**src/sv/rrfl_pkg.sv**
```systemverilog
// Shared constants and helpers for the register rename free list.
package rrfl_pkg;

  // Defaults for the top-level parameters.
  localparam int unsigned ArchRegsDef = 64;
  localparam int unsigned PhysRegsDef = 128;

  // Fixed field widths on the request and response channels.
  localparam int unsigned ArchFieldW = 6;
  localparam int unsigned OutW       = 7;

  // Map table read ports, one per renamed operand.
  localparam int unsigned MapRdPorts = 3;
  localparam int unsigned RdSrc1     = 0;
  localparam int unsigned RdSrc2     = 1;
  localparam int unsigned RdDest     = 2;

  // Width that holds any physical number or reset map value.
  function automatic int unsigned val_width(int unsigned arch_regs, int unsigned phys_regs);
    int unsigned aw;
    int unsigned pw;
    aw = $clog2(arch_regs);
    pw = $clog2(phys_regs);
    return (pw > aw) ? pw : aw;
  endfunction

endpackage

```
**src/sv/rrfl_free_fifo.sv**
```systemverilog
// Free-list ring: pop at the head, push the freed register into the slot just popped.
module rrfl_free_fifo import rrfl_pkg::*; #(
  parameter int unsigned ARCH_REGS = ArchRegsDef,
  parameter int unsigned PHYS_REGS = PhysRegsDef
) (
  input  logic                                       clk_i,
  input  logic                                       rst_ni,
  input  logic                                       pop_i,
  input  logic                                       wr_en_i,
  input  logic [val_width(ARCH_REGS, PHYS_REGS)-1:0] wr_data_i,
  output logic [val_width(ARCH_REGS, PHYS_REGS)-1:0] rd_data_o
);

  localparam int unsigned ValW  = val_width(ARCH_REGS, PHYS_REGS);
  localparam int unsigned Depth = (PHYS_REGS > ARCH_REGS) ? (PHYS_REGS - ARCH_REGS) : 1;
  localparam int unsigned SlotW = (Depth > 1) ? $clog2(Depth) : 1;

  logic [ValW-1:0]  mem_q [Depth];
  logic [Depth-1:0] vld_q;
  logic [SlotW-1:0] head_q;
  logic [SlotW-1:0] head_d;
  logic [SlotW-1:0] slot_q;
  logic [ValW-1:0]  rd_q;
  logic             rdv_q;
  logic             byp_q;
  logic [ValW-1:0]  byp_dat_q;

  // Pops and pushes always pair up, so head and tail coincide: one pointer.
  assign head_d = (head_q == SlotW'(Depth - 1)) ? '0 : head_q + SlotW'(1);

  always_ff @(posedge clk_i or negedge rst_ni) begin
    if (!rst_ni) begin
      head_q <= '0;
      vld_q  <= '0;
    end else begin
      if (pop_i) begin
        head_q <= head_d;
      end
      if (wr_en_i) begin
        vld_q[slot_q] <= 1'b1;
      end
    end
  end

  always_ff @(posedge clk_i) begin
    if (wr_en_i) begin
      mem_q[slot_q] <= wr_data_i;
    end
    if (pop_i) begin
      rd_q      <= mem_q[head_q];
      rdv_q     <= vld_q[head_q];
      byp_q     <= wr_en_i && (slot_q == head_q);
      byp_dat_q <= wr_data_i;
      slot_q    <= head_q;
    end
  end

  // Unwritten slots hold the upper physical registers in ascending order.
  always_comb begin
    if (byp_q) begin
      rd_data_o = byp_dat_q;
    end else if (rdv_q) begin
      rd_data_o = rd_q;
    end else begin
      rd_data_o = ValW'(ARCH_REGS) + ValW'(slot_q);
    end
  end

endmodule

```
**config.mk**
```make
export PLATFORM = sky130hd
export DESIGN_NAME = rrfl_free_fifo
export DESIGN_NICKNAME = d
export VERILOG_FILES = /design/src/sv/rrfl_pkg.sv /design/src/sv/rrfl_free_fifo.sv
export SDC_FILE = /design/constraint.sdc
export NUM_CORES = 1
export LEC_CHECK = 0
export BUFFER_PORTS_ARGS = -buffer_cell sky130_fd_sc_hd__clkbuf_2
export CAP_MARGIN = 20
export CELL_PAD_IN_SITES_DETAIL_PLACEMENT = 0
export CELL_PAD_IN_SITES_GLOBAL_PLACEMENT = 1
export CORE_MARGIN = 2
export CORE_UTILIZATION = 45
export CTS_CLUSTER_DIAMETER = 120
export DETAILED_ROUTE_END_ITERATION = 10
export PLACE_DENSITY = 0.66
export SLEW_MARGIN = 20
export SYNTH_ARGS = -nofsm -noshare
export SYNTH_HDL_FRONTEND = slang
export SYNTH_SLANG_ARGS = --single-unit
```
**constraint.sdc**
```tcl
create_clock -name clk_i -period 5.8 [get_ports clk_i]
set_clock_uncertainty 0.15 [all_clocks]
set_input_delay 1.16 -clock clk_i [delete_from_list [all_inputs] [get_ports clk_i]]
set_output_delay 1.16 -clock clk_i [all_outputs]
set_load 0.05 [all_outputs]
```
# --- Word-level counts from Yosys, hierarchy flattened ---
# Memory sizes are Yosys's and may differ from the RTL's. A register that Yosys moved wholly into a read port is not among the register bits.
# Cells that the tools add are included.
word_totals:
  register_bits: 85
  mem_bits_rw: 448
  out_inout_bits: 7
  word_cells: 26
  mem_count: 1
classes:
  n_addsub: 2
  order_cmp: 3
  eq_ne: 2
  n_mux: 9
  n_bitwise: 1
  n_reduce_logical: 2
mem_list:
  columns: ["memory", "depth", "width", "rd", "rd_ports_with_merged_regs", "write_ports", "line", "rtl"]
  rows:
  - ["mem_q", 64, 7, 1, 1, 1, "rrfl_free_fifo.sv:18", "logic [ValW-1:0] mem_q [Depth];"]
ops:
  columns: ["cell", "n"]
  rows:
  - ["64-bit OR", 1]
  - ["6-bit by 7-bit less-than comparator with 1-bit output (second input constant)", 2]
  - ["7-bit two-way mux", 2]
  - ["7-bit by 6-bit adder with 7-bit output (first input constant)", 1]
  - ["6-bit by 1-bit adder with 6-bit output (second input constant)", 1]
  - ["1-bit binary-select mux with 6-bit select", 1]
  - ["1-bit demux with 6-bit select", 1]
  - ["6-bit equality test", 1]
  - ["6-bit equality test (second input constant)", 1]
  - ["6-bit by 1-bit greater-or-equal comparator with 1-bit output (second input constant)", 1]
  - ["6-bit two-way mux", 1]
  - ["1-bit two-way mux", 4]
  - ["1-bit logical AND", 2]

# --- Depth between registers and ports, before layout ---
# Gate-level depths: netlist (run 1).
depth:
  word_depth: 5
  ltp_mapped: 8
  ltp_nobuf: 6

# --- Worst setup path after synthesis (run 1) ---
# Ideal clock, no wire load.
synth_timing:
  path_kind: "register to output"
  start: "register rdv_q"
  end: "output port rd_data_o[1]"
  t_arrival_ps: 1819
  required_ps: 4490
  path_slack_ps: 2671
  stages_incl_launch_ff: 4
  n_path_buf: 1
  path_cell_list: "edfxtp_1 > clkbuf_1 > mux2i_1 > o21ai_0"
synth_via:
  elab_chain_cells: 2
synth_rtl:
  columns: ["element", "line", "rtl"]
  rows:
  - ["start, declared", "rrfl_free_fifo.sv:24", "logic rdv_q;"]
  - ["start signal, assigned", "rrfl_free_fifo.sv:51", "rdv_q <= vld_q[head_q];"]
  - ["7-bit two-way mux", "rrfl_free_fifo.sv:62", "end else if (rdv_q) begin"]
  - ["7-bit two-way mux", "rrfl_free_fifo.sv:60", "if (byp_q) begin"]
  - ["end, declared", "rrfl_free_fifo.sv:11", "output logic [val_width(ARCH_REGS, PHYS_REGS)-1:0] rd_data_o"]
# No other way between the ends.

# --- Worst setup path in the final report (run 1) ---
layout_timing:
  start: "register slot_q[3]"
  end: "output port rd_data_o[3]"
layout_via:
  elab_chain_cells: 3
layout_rtl:
  columns: ["element", "line", "rtl"]
  rows:
  - ["start, declared", "rrfl_free_fifo.sv:22", "logic [SlotW-1:0] slot_q;"]
  - ["start signal, assigned", "rrfl_free_fifo.sv:54", "slot_q <= head_q;"]
  - ["7-bit by 6-bit adder with 7-bit output", "rrfl_free_fifo.sv:65", "rd_data_o = ValW'(ARCH_REGS) + ValW'(slot_q);"]
  - ["7-bit two-way mux", "rrfl_free_fifo.sv:62", null]
  - ["7-bit two-way mux", "rrfl_free_fifo.sv:60", null]
# No other way between the ends.

==> summary.txt, run 1 <==
Cells and area
  – Diode count: 0
  – Fill cells: 3755
  – FF/Latch Area: between 0.015 and 0.02 mm2
  – Layout net count: 1138
  – Commonest non-fill, non-tap cells in the layout: 470 x edfxtp_1, 123 x mux4_2, 85 x nor2_1
  – Layout cells sized above 1: 0.268
  – Commonest non-fill, non-tap cell in the layout: edfxtp_1
  – Area of the multi-input gates: between 0.004 and 0.005 mm2
  – Area Growth Syn to Fin: 11.8%

Yosys
  – Area contributors post-synth: edfxtp_1 67%, mux4_2 13%, dfrtp_1 8.3%, or2_2 1.9%, mux2i_1 1.7%
  – Syn_area_per_cell: about 19 um2
  – Synth unique cells: 44
  – Yosys reg bits: between 500 and 600
  – Warnings, synthesis: 0
  – Sequential area share after synthesis: 0.749
  – FFs w/ async S/R, synth: 0.130
  – EDFF count, synth: 470
  – Cell taking the most area after synthesis: edfxtp_1
  – Main synth FF type: edfxtp_1
  – Post-Syn Instances: between 1000 and 1500
  – Synth Cell Area: 0.0212 mm2
  – Syn_nets: about 1100
  – Synth top area share: 0.666

STA
  – Final Worst Setup Slack: around 2100 ps
  – Fmax: roughly 270 MHz
  – Slew Viols, Final: 0
  – Fin Setup TNS: 0 ps
  – Post-layout min period: between 3000 and 4000 ps
  – RSZ-0062 raised after global routing: false
  – Worst hold slack: 310 ps
  – Final Hold Viols: 0
  – Final setup fails: 0
  – Tcrit/Tclk final: 0.636
  – Max-slew headroom: 0.292
  – Worst-margin pin slew: between 1000 and 1500 ps

CTS
  – CTS tree: yes
  – Worst-Skew Late Latency: 610 ps
  – Post-CTS Resized: 0
  – Total CTS buffers: 55
  – Max clock buf depth: 3
  – Post-CTS setup buffer count: 0
  – Clk sink count: 540
  – Reg clk slew, reported paths: 60 ps
  – Clock root buffer: clkbuf_16
  – Hold buffer count at cts: 0
  – # H-tree levels: 2

Power and ir drop
  – PwrDens: ~460 mW/mm2
  – Flop pwr share: 0.455
  – NetSw: roughly 3.1 mW
  – Net Sw Frac: 0.287
  – Clock share of power: 0.326
  – Worst VDD drop: roughly 0.27 mV
  – Pleak: 7.91 nW
  – Comb pwr share: 0.220
  – Cell-internal power: just under 8 mW

Detailed routing
  – Routed Antenna Nets: 0
  – Via density: just under 6
  – TritonRoute pass-1 iters: 7
  – Total vias in the final route: approximately 10000
  – DRC viols: 0
  – Routed wire per std cell: ~27 um
  – Final wirelength: around 48000 um
  – DR iter-0 viols: about 1000

GRT
  – First-pass GRT wire length: 72000 um
  – Antenna violations before repair: 0
  – GRT Total Usage: 0.201
  – Largest net degree at the start of global routing: 66
  – Number of global-route vias before repair: roughly 11000
  – Grt total ovfl: 0

Place
  – Detailed Place HPWL: roughly 28000 um
  – I/O Buffers: 17
  – Placement Setup Slack: approximately 2300 ps
  – Gp weighted congestion: between 0.7 and 0.8

Worst setup path
  – Worst path top cell family by delay: flip-flops
  – CP max stage delay: about 620 ps
  – CP Capture Type: primary output
  – Worst R2R End: rd_q[5]
  – CP max-delay cell: edfxtp_1
  – Buffers & Inverters on Critical Path: 1
  – Crit start category: flop
  – CP Class: reg2out
  – Reg2reg path depth: 6
  – Worst Path Required: between 4000 and 5000 ps
  – CP cell instances: mux2i_1, o21ai_0, clkbuf_2
  – R2R setup slack: about 2500 ps
  – Crit path max fanout: 10
  – Worst Path Arrival: ~2400 ps
  – R2R Path Start: head_q[1]

Outcome
  – Run status: completed

Floorplanning
  – Die width: ~220 um
  – Core ar.: approximately 0.046 mm2
  – DIE AREA: around 0.05 mm2
  – Num rows: 79
  – I/O pins: 18
  – Vert. Die Dim: around 220 um
  – Initial Utilization: 0.456

Worst hold path
  – Hold path endpoint: vld_q[32]
  – Hold wc startpoint: vld_q[32]
  – Min-Delay Path Class: reg2reg
  – Hold Path Stages: 1

Flow run
  – Max cap viols: 0
-- routing by layer --
metal,up-vias,share of wire,track usage,wire length [um]
met5,-,0,0,0
met2,301,0.47,0.309,22700
li1,4447,-,-,-
met4,0,0.021,0.0563,1030
met1,5498,0.44,0.288,21200
met3,67,0.068,0.0493,3280
-- power groups by stage --
stage	Sequential (mW)	Combinational, mW	Clock (mW)
finish	4.90	2.37	3.51
global route	4.95	2.52	3.74
floorplan	4.73	1.80	0
detailed placement	4.98	2.37	0
CTS	4.91	2.38	3.59
global placement	4.98	2.35	0
-- area by class of cell --
class,count,area share
sequential,540,0.670
multi-input combinational,488,0.209
clock buffer,84,0.0687
tap,607,0.0321
timing repair buffer,35,0.0110
clock inverter,20,0.00813
inverter,6,0.000951
-- worst max-delay path by stage --
stage	start	end	slack (ps)	cells past startpoint
final	slot_q[3]	rd_data_o[3]	2110	3
after global routing	slot_q[3]	rd_data_o[3]	2000	3
after global placement	wr_en_i	mem_q[46][2]	2370	4
after detailed placement	wr_en_i	mem_q[46][3]	2320	4
after CTS	rdv_q	rd_data_o[4]	2150	3
after floorplan	rdv_q	rd_data_o[1]	2670	3
-- flip-flops by register name, indices dropped and copies added, names as in the netlist --
| name | flops |
|---|---|
| byp_dat_q | 7 |
| rd_q | 7 |
| vld_q | 64 |
| slot_q | 6 |
| mem_q | 448 |
| head_q | 6 |
| byp_q | 1 |
| rdv_q | 1 |
-- synthesized netlist by cell type (9+ instances only) --
| master | n |
|---|---|
| nand2_1 | 36 |
| buf_6 | 11 |
| dfrtp_1 | 70 |
| o21ai_0 | 28 |
| or2_2 | 66 |
| nor2_1 | 85 |
| mux2i_1 | 37 |
| buf_2 | 10 |
| nand3_1 | 10 |
| a22oi_1 | 9 |
| edfxtp_1 | 470 |
| o221ai_1 | 11 |
| buf_4 | 9 |
| mux4_2 | 123 |
| clkbuf_1 | 21 |
-- per-stage QoR --
stage | area, um2 | instances | utilization | power (mW)
after floorplan | 21200 | 1091 | - | 6.53
after global placement | 21900 | 1676 | 0.471 | 7.33
after detailed placement | 21900 | 1676 | 0.471 | 7.35
after CTS | 23700 | 1780 | 0.510 | 10.9
after global routing | 23700 | 1780 | 0.510 | 11.2
final | 23700 | 1780 | 0.510 | 10.8
-- kinds of logic after synthesis --
logic type / synth area share
buffers and inverters: 0.0172
adder cells (fa/ha/maj): 0.000591
AO/OA/AOI/OAI: 0.0294
multiplexers: 0.149
XOR/XNOR: 0.00331
flip-flops: 0.749
AND/OR/NAND/NOR: 0.0517
Power figures use the tool's default switching activity.
==> run 2: changes to the inputs <==
ABC_AREA = 1   (was not set)
PLACE_DENSITY = 0.74   (was 0.66)
clock period = 3.1 ns   (was 5.8 ns; I/O delays follow)
==> run 2 against run 1 <==
Sequential share of layout area fell by 5.9 points; combinational power rose to 2.6 times the previous value; first-iteration DRC count rose by 56%; die area rose by 8.4%; critical path type unchanged; largest cell class unchanged.
==> summary.txt, run 2 <==
CTS
  – Hold buffer count at cts: 1 (was 0)
  – Clock root buffer: clkbuf_16 (unchanged)
  – CTS tree: yes (unchanged)
  – # H-tree levels: 2 (unchanged)
  – Max clock buf depth: 3 (unchanged)
  – Post-CTS setup buffer count: 0 (unchanged)
  – Clk sink count: 540 (unchanged)
  – Worst-Skew Late Latency: 630 ps (was 610 ps)
  – Post-CTS Resized: 0 (unchanged)
  – Reg clk slew, reported paths: 60 ps (about the same)
  – Total CTS buffers: 56 (was 55)

Place
  – Gp weighted congestion: 0.892 (was 0.772)
  – Detailed Place HPWL: 37100 um (was 28200 um)
  – I/O Buffers: 17 (unchanged)
  – Placement Setup Slack: 462 ps (was 2320 ps)

Cells and area
  – Layout cells sized above 1: 0.104 (was 0.268)
  – Max reg flops: 448 (unchanged)
  – Diode count: 0 (unchanged)
  – Layout net count: 2249 (was 1138)
  – Final Util: 0.517 (was 0.510)
  – Commonest non-fill, non-tap cell in the layout: nand2_1 (was edfxtp_1)
  – Largest reg by FF count: mem_q (unchanged)
  – Area Growth Syn to Fin: 12.9% (was 11.8%)
  – Commonest non-fill, non-tap cells in the layout: 733 x nand2_1, 470 x edfxtp_1, 407 x nand3_1 (was 470 x edfxtp_1, 123 x mux4_2, 85 x nor2_1)
  – Biggest registers after layout: mem_q: 448 flops, vld_q: 64 flops (unchanged)

Detailed routing
  – Via density: 5.28 (was 5.79)
  – Final wirelength: 61300 um (was 48100 um)
  – Total vias in the final route: 15617 (was 10313)
  – DR iter-0 viols: 1626 (was 1039)
  – Routed Antenna Nets: 0 (unchanged)
  – Routed wire per std cell: 20.7 um (was 27.0 um)
  – DRC viols: 0 (unchanged)
  – TritonRoute pass-1 iters: 6 (was 7)

Floorplanning
  – Core ar.: 0.0503 mm2 (was 0.0465 mm2)
  – Vert. Die Dim: 230 um (was 221 um)
  – Initial Utilization: 0.457 (was 0.456)
  – Die width: 230 um (was 221 um)
  – Num rows: 82 (was 79)
  – I/O pins: 18 (unchanged)
  – DIE AREA: 0.0529 mm2 (was 0.0488 mm2)

Power and ir drop
  – PwrDens: 833 mW/mm2 (was 455 mW/mm2)
  – Pleak: 10.6 nW (was 7.91 nW)
  – Worst VDD drop: 0.654 mV (was 0.273 mV)

Worst setup path
  – CP Capture Type: primary output (unchanged)
  – Worst Path Arrival: 2150 ps (was 2380 ps)
  – Crit start category: flop (unchanged)
  – Worst Path Required: 2330 ps (was 4490 ps)
  – CP Class: reg2out (unchanged)
  – Crit path max fanout: 7 (was 10)

Yosys
  – Yosys reg bits: 540 (unchanged)
  – Sequential area share after synthesis: 0.690 (was 0.749)
  – Area contributors post-synth: edfxtp_1 61%, nand2_1 12%, nand3_1 8.9%, dfrtp_1 7.6%, inv_1 3.2% (was edfxtp_1 67%, mux4_2 13%, dfrtp_1 8.3%, or2_2 1.9%, mux2i_1 1.7%)
  – Main synth FF type: edfxtp_1 (unchanged)
  – Syn_nets: 2191 (was 1103)
  – Synth unique cells: 27 (was 44)
  – Syn_area_per_cell: 10.6 um2 (was 19.4 um2)
  – Most frequent cell after synthesis: nand2_1 (was edfxtp_1)
  – Warnings, synthesis: 0 (unchanged)
  – EDFF count, synth: 470 (unchanged)
  – Synth top cells by count: 733 x nand2_1, 470 x edfxtp_1, 407 x nand3_1 (was 470 x edfxtp_1, 123 x mux4_2, 85 x nor2_1)
  – Post-Syn Instances: 2179 (was 1091)
  – FFs w/ async S/R, synth: 0.130 (unchanged)
  – Cell taking the most area after synthesis: edfxtp_1 (unchanged)
  – Synth top area share: 0.614 (was 0.666)
  – Synth Cell Area: 0.0230 mm2 (was 0.0212 mm2)

STA
  – Worst-margin pin slew: 1150 ps (was 1060 ps)
  – RSZ-0062 raised after global routing: false (unchanged)
  – Fin Setup TNS: 0 ps (unchanged)
  – Final Hold Viols: 0 (unchanged)
  – Max-slew headroom: 0.231 (was 0.292)
  – Fmax: approximately 340 MHz
  – Post-layout min period: about 3000 ps
  – Slew Viols, Final: 0 (unchanged)
  – Final Worst Setup Slack: 176 ps (was 2110 ps)
  – Tcrit/Tclk final: 0.943
  – Final setup fails: 0 (unchanged)

GRT
  – Grt total ovfl: 0 (unchanged)
  – First-pass GRT wire length: 94400 um (was 72000 um)
  – Largest net degree at the start of global routing: 132 (was 66)
  – Number of global-route vias before repair: 15207 (was 10709)
  – Antenna violations before repair: 0 (unchanged)
  – GRT Total Usage: 0.236 (was 0.201)

Flow run
  – Max cap viols: 0 (unchanged)

Outcome
  – Run status: completed (unchanged)

Worst hold path
  – Min-Delay Path Class: in2reg (was reg2reg)
run 2: cell types whose count changed in the layout (fill, tap and decap cells not counted), sizes merged, moves of 11 or more:
cell    change
nand2     +697
nand3     +397
inv       +198
mux4      -123
buf        +81
mux2i      -37
or2        -34
nor2       -11
o221ai     -11
run 2: critical path, cell delays in order (launching register included):
cell	delay, ps
edfxtp_1	510
inv_1	240
nand2_1	90
a21oi_1	340
clkbuf_2	350
run 2: power by group:
part | leakage (nW) | internal (mW) | switching (mW)
Sequential | 5.01 | 8.37 | 0.243
Clock | 0.895 | 3.91 | 2.85
Combinational | 4.69 | 1.77 | 4.49
Total | 10.6 | 14.1 | 7.58
run 2: worst paths after layout:
kind	from	to	slack, ps	cells past startpoint
max in group asynchronous	rst_ni	vld_q[16]	1820	3
setup / recovery	rdv_q	rd_data_o[5]	180	4
setup reg to reg	slot_q[2]	mem_q[37][2]	510	4
hold / removal	pop_i	byp_dat_q[2]	210	1
min in group asynchronous	rst_ni	vld_q[1]	340	2
hold reg to reg	vld_q[46]	vld_q[46]	300	2
run 2: stage by stage:
stage	power [mW]	hold WS (ps)	instances	instance area [um2]
global route	22.7	194	2957	26000
detailed placement	15.0	294	2850	24100
global placement	15.0	288	2850	24100
CTS	21.7	178	2957	26000
floorplan	12.8	174	2179	23000
finish	21.6	207	2957	26000
run 2: routing by layer:
| layer | wire length (um) | up-vias | global-route usage |
|---|---|---|---|
| met2 | 29000 | 521 | 0.377 |
| li1 | - | 7376 | - |
| met1 | 27300 | 7644 | 0.339 |
| met4 | 1150 | 0 | 0.0627 |
| met5 | 0 | - | 0 |
| met3 | 3810 | 76 | 0.0332 |
run 2: kinds of logic (layout without fill, tap and decap cells):
group                      Yosys count  count (layout)  synth area share
DFF                                540             540             0.690
buffers and inverters              321             427            0.0639
and+or+nand+nor                   1259            1259             0.232
xor gates and xnor gates             2               2          0.000762
adders and majority gates            1               1          0.000544
AOI/OAI and AO/OA                   56              56            0.0125
run 2: final cells by class:
type,instances,area (um2)
Fill cell,4472,24300
Sequential cell,540,15900
Multi-Input combinational cell,1318,5660
Clock buffer,74,1500
Timing Repair Buffer,117,981
Tap cell,672,841
Inverter,204,776
Clock inverter,32,340
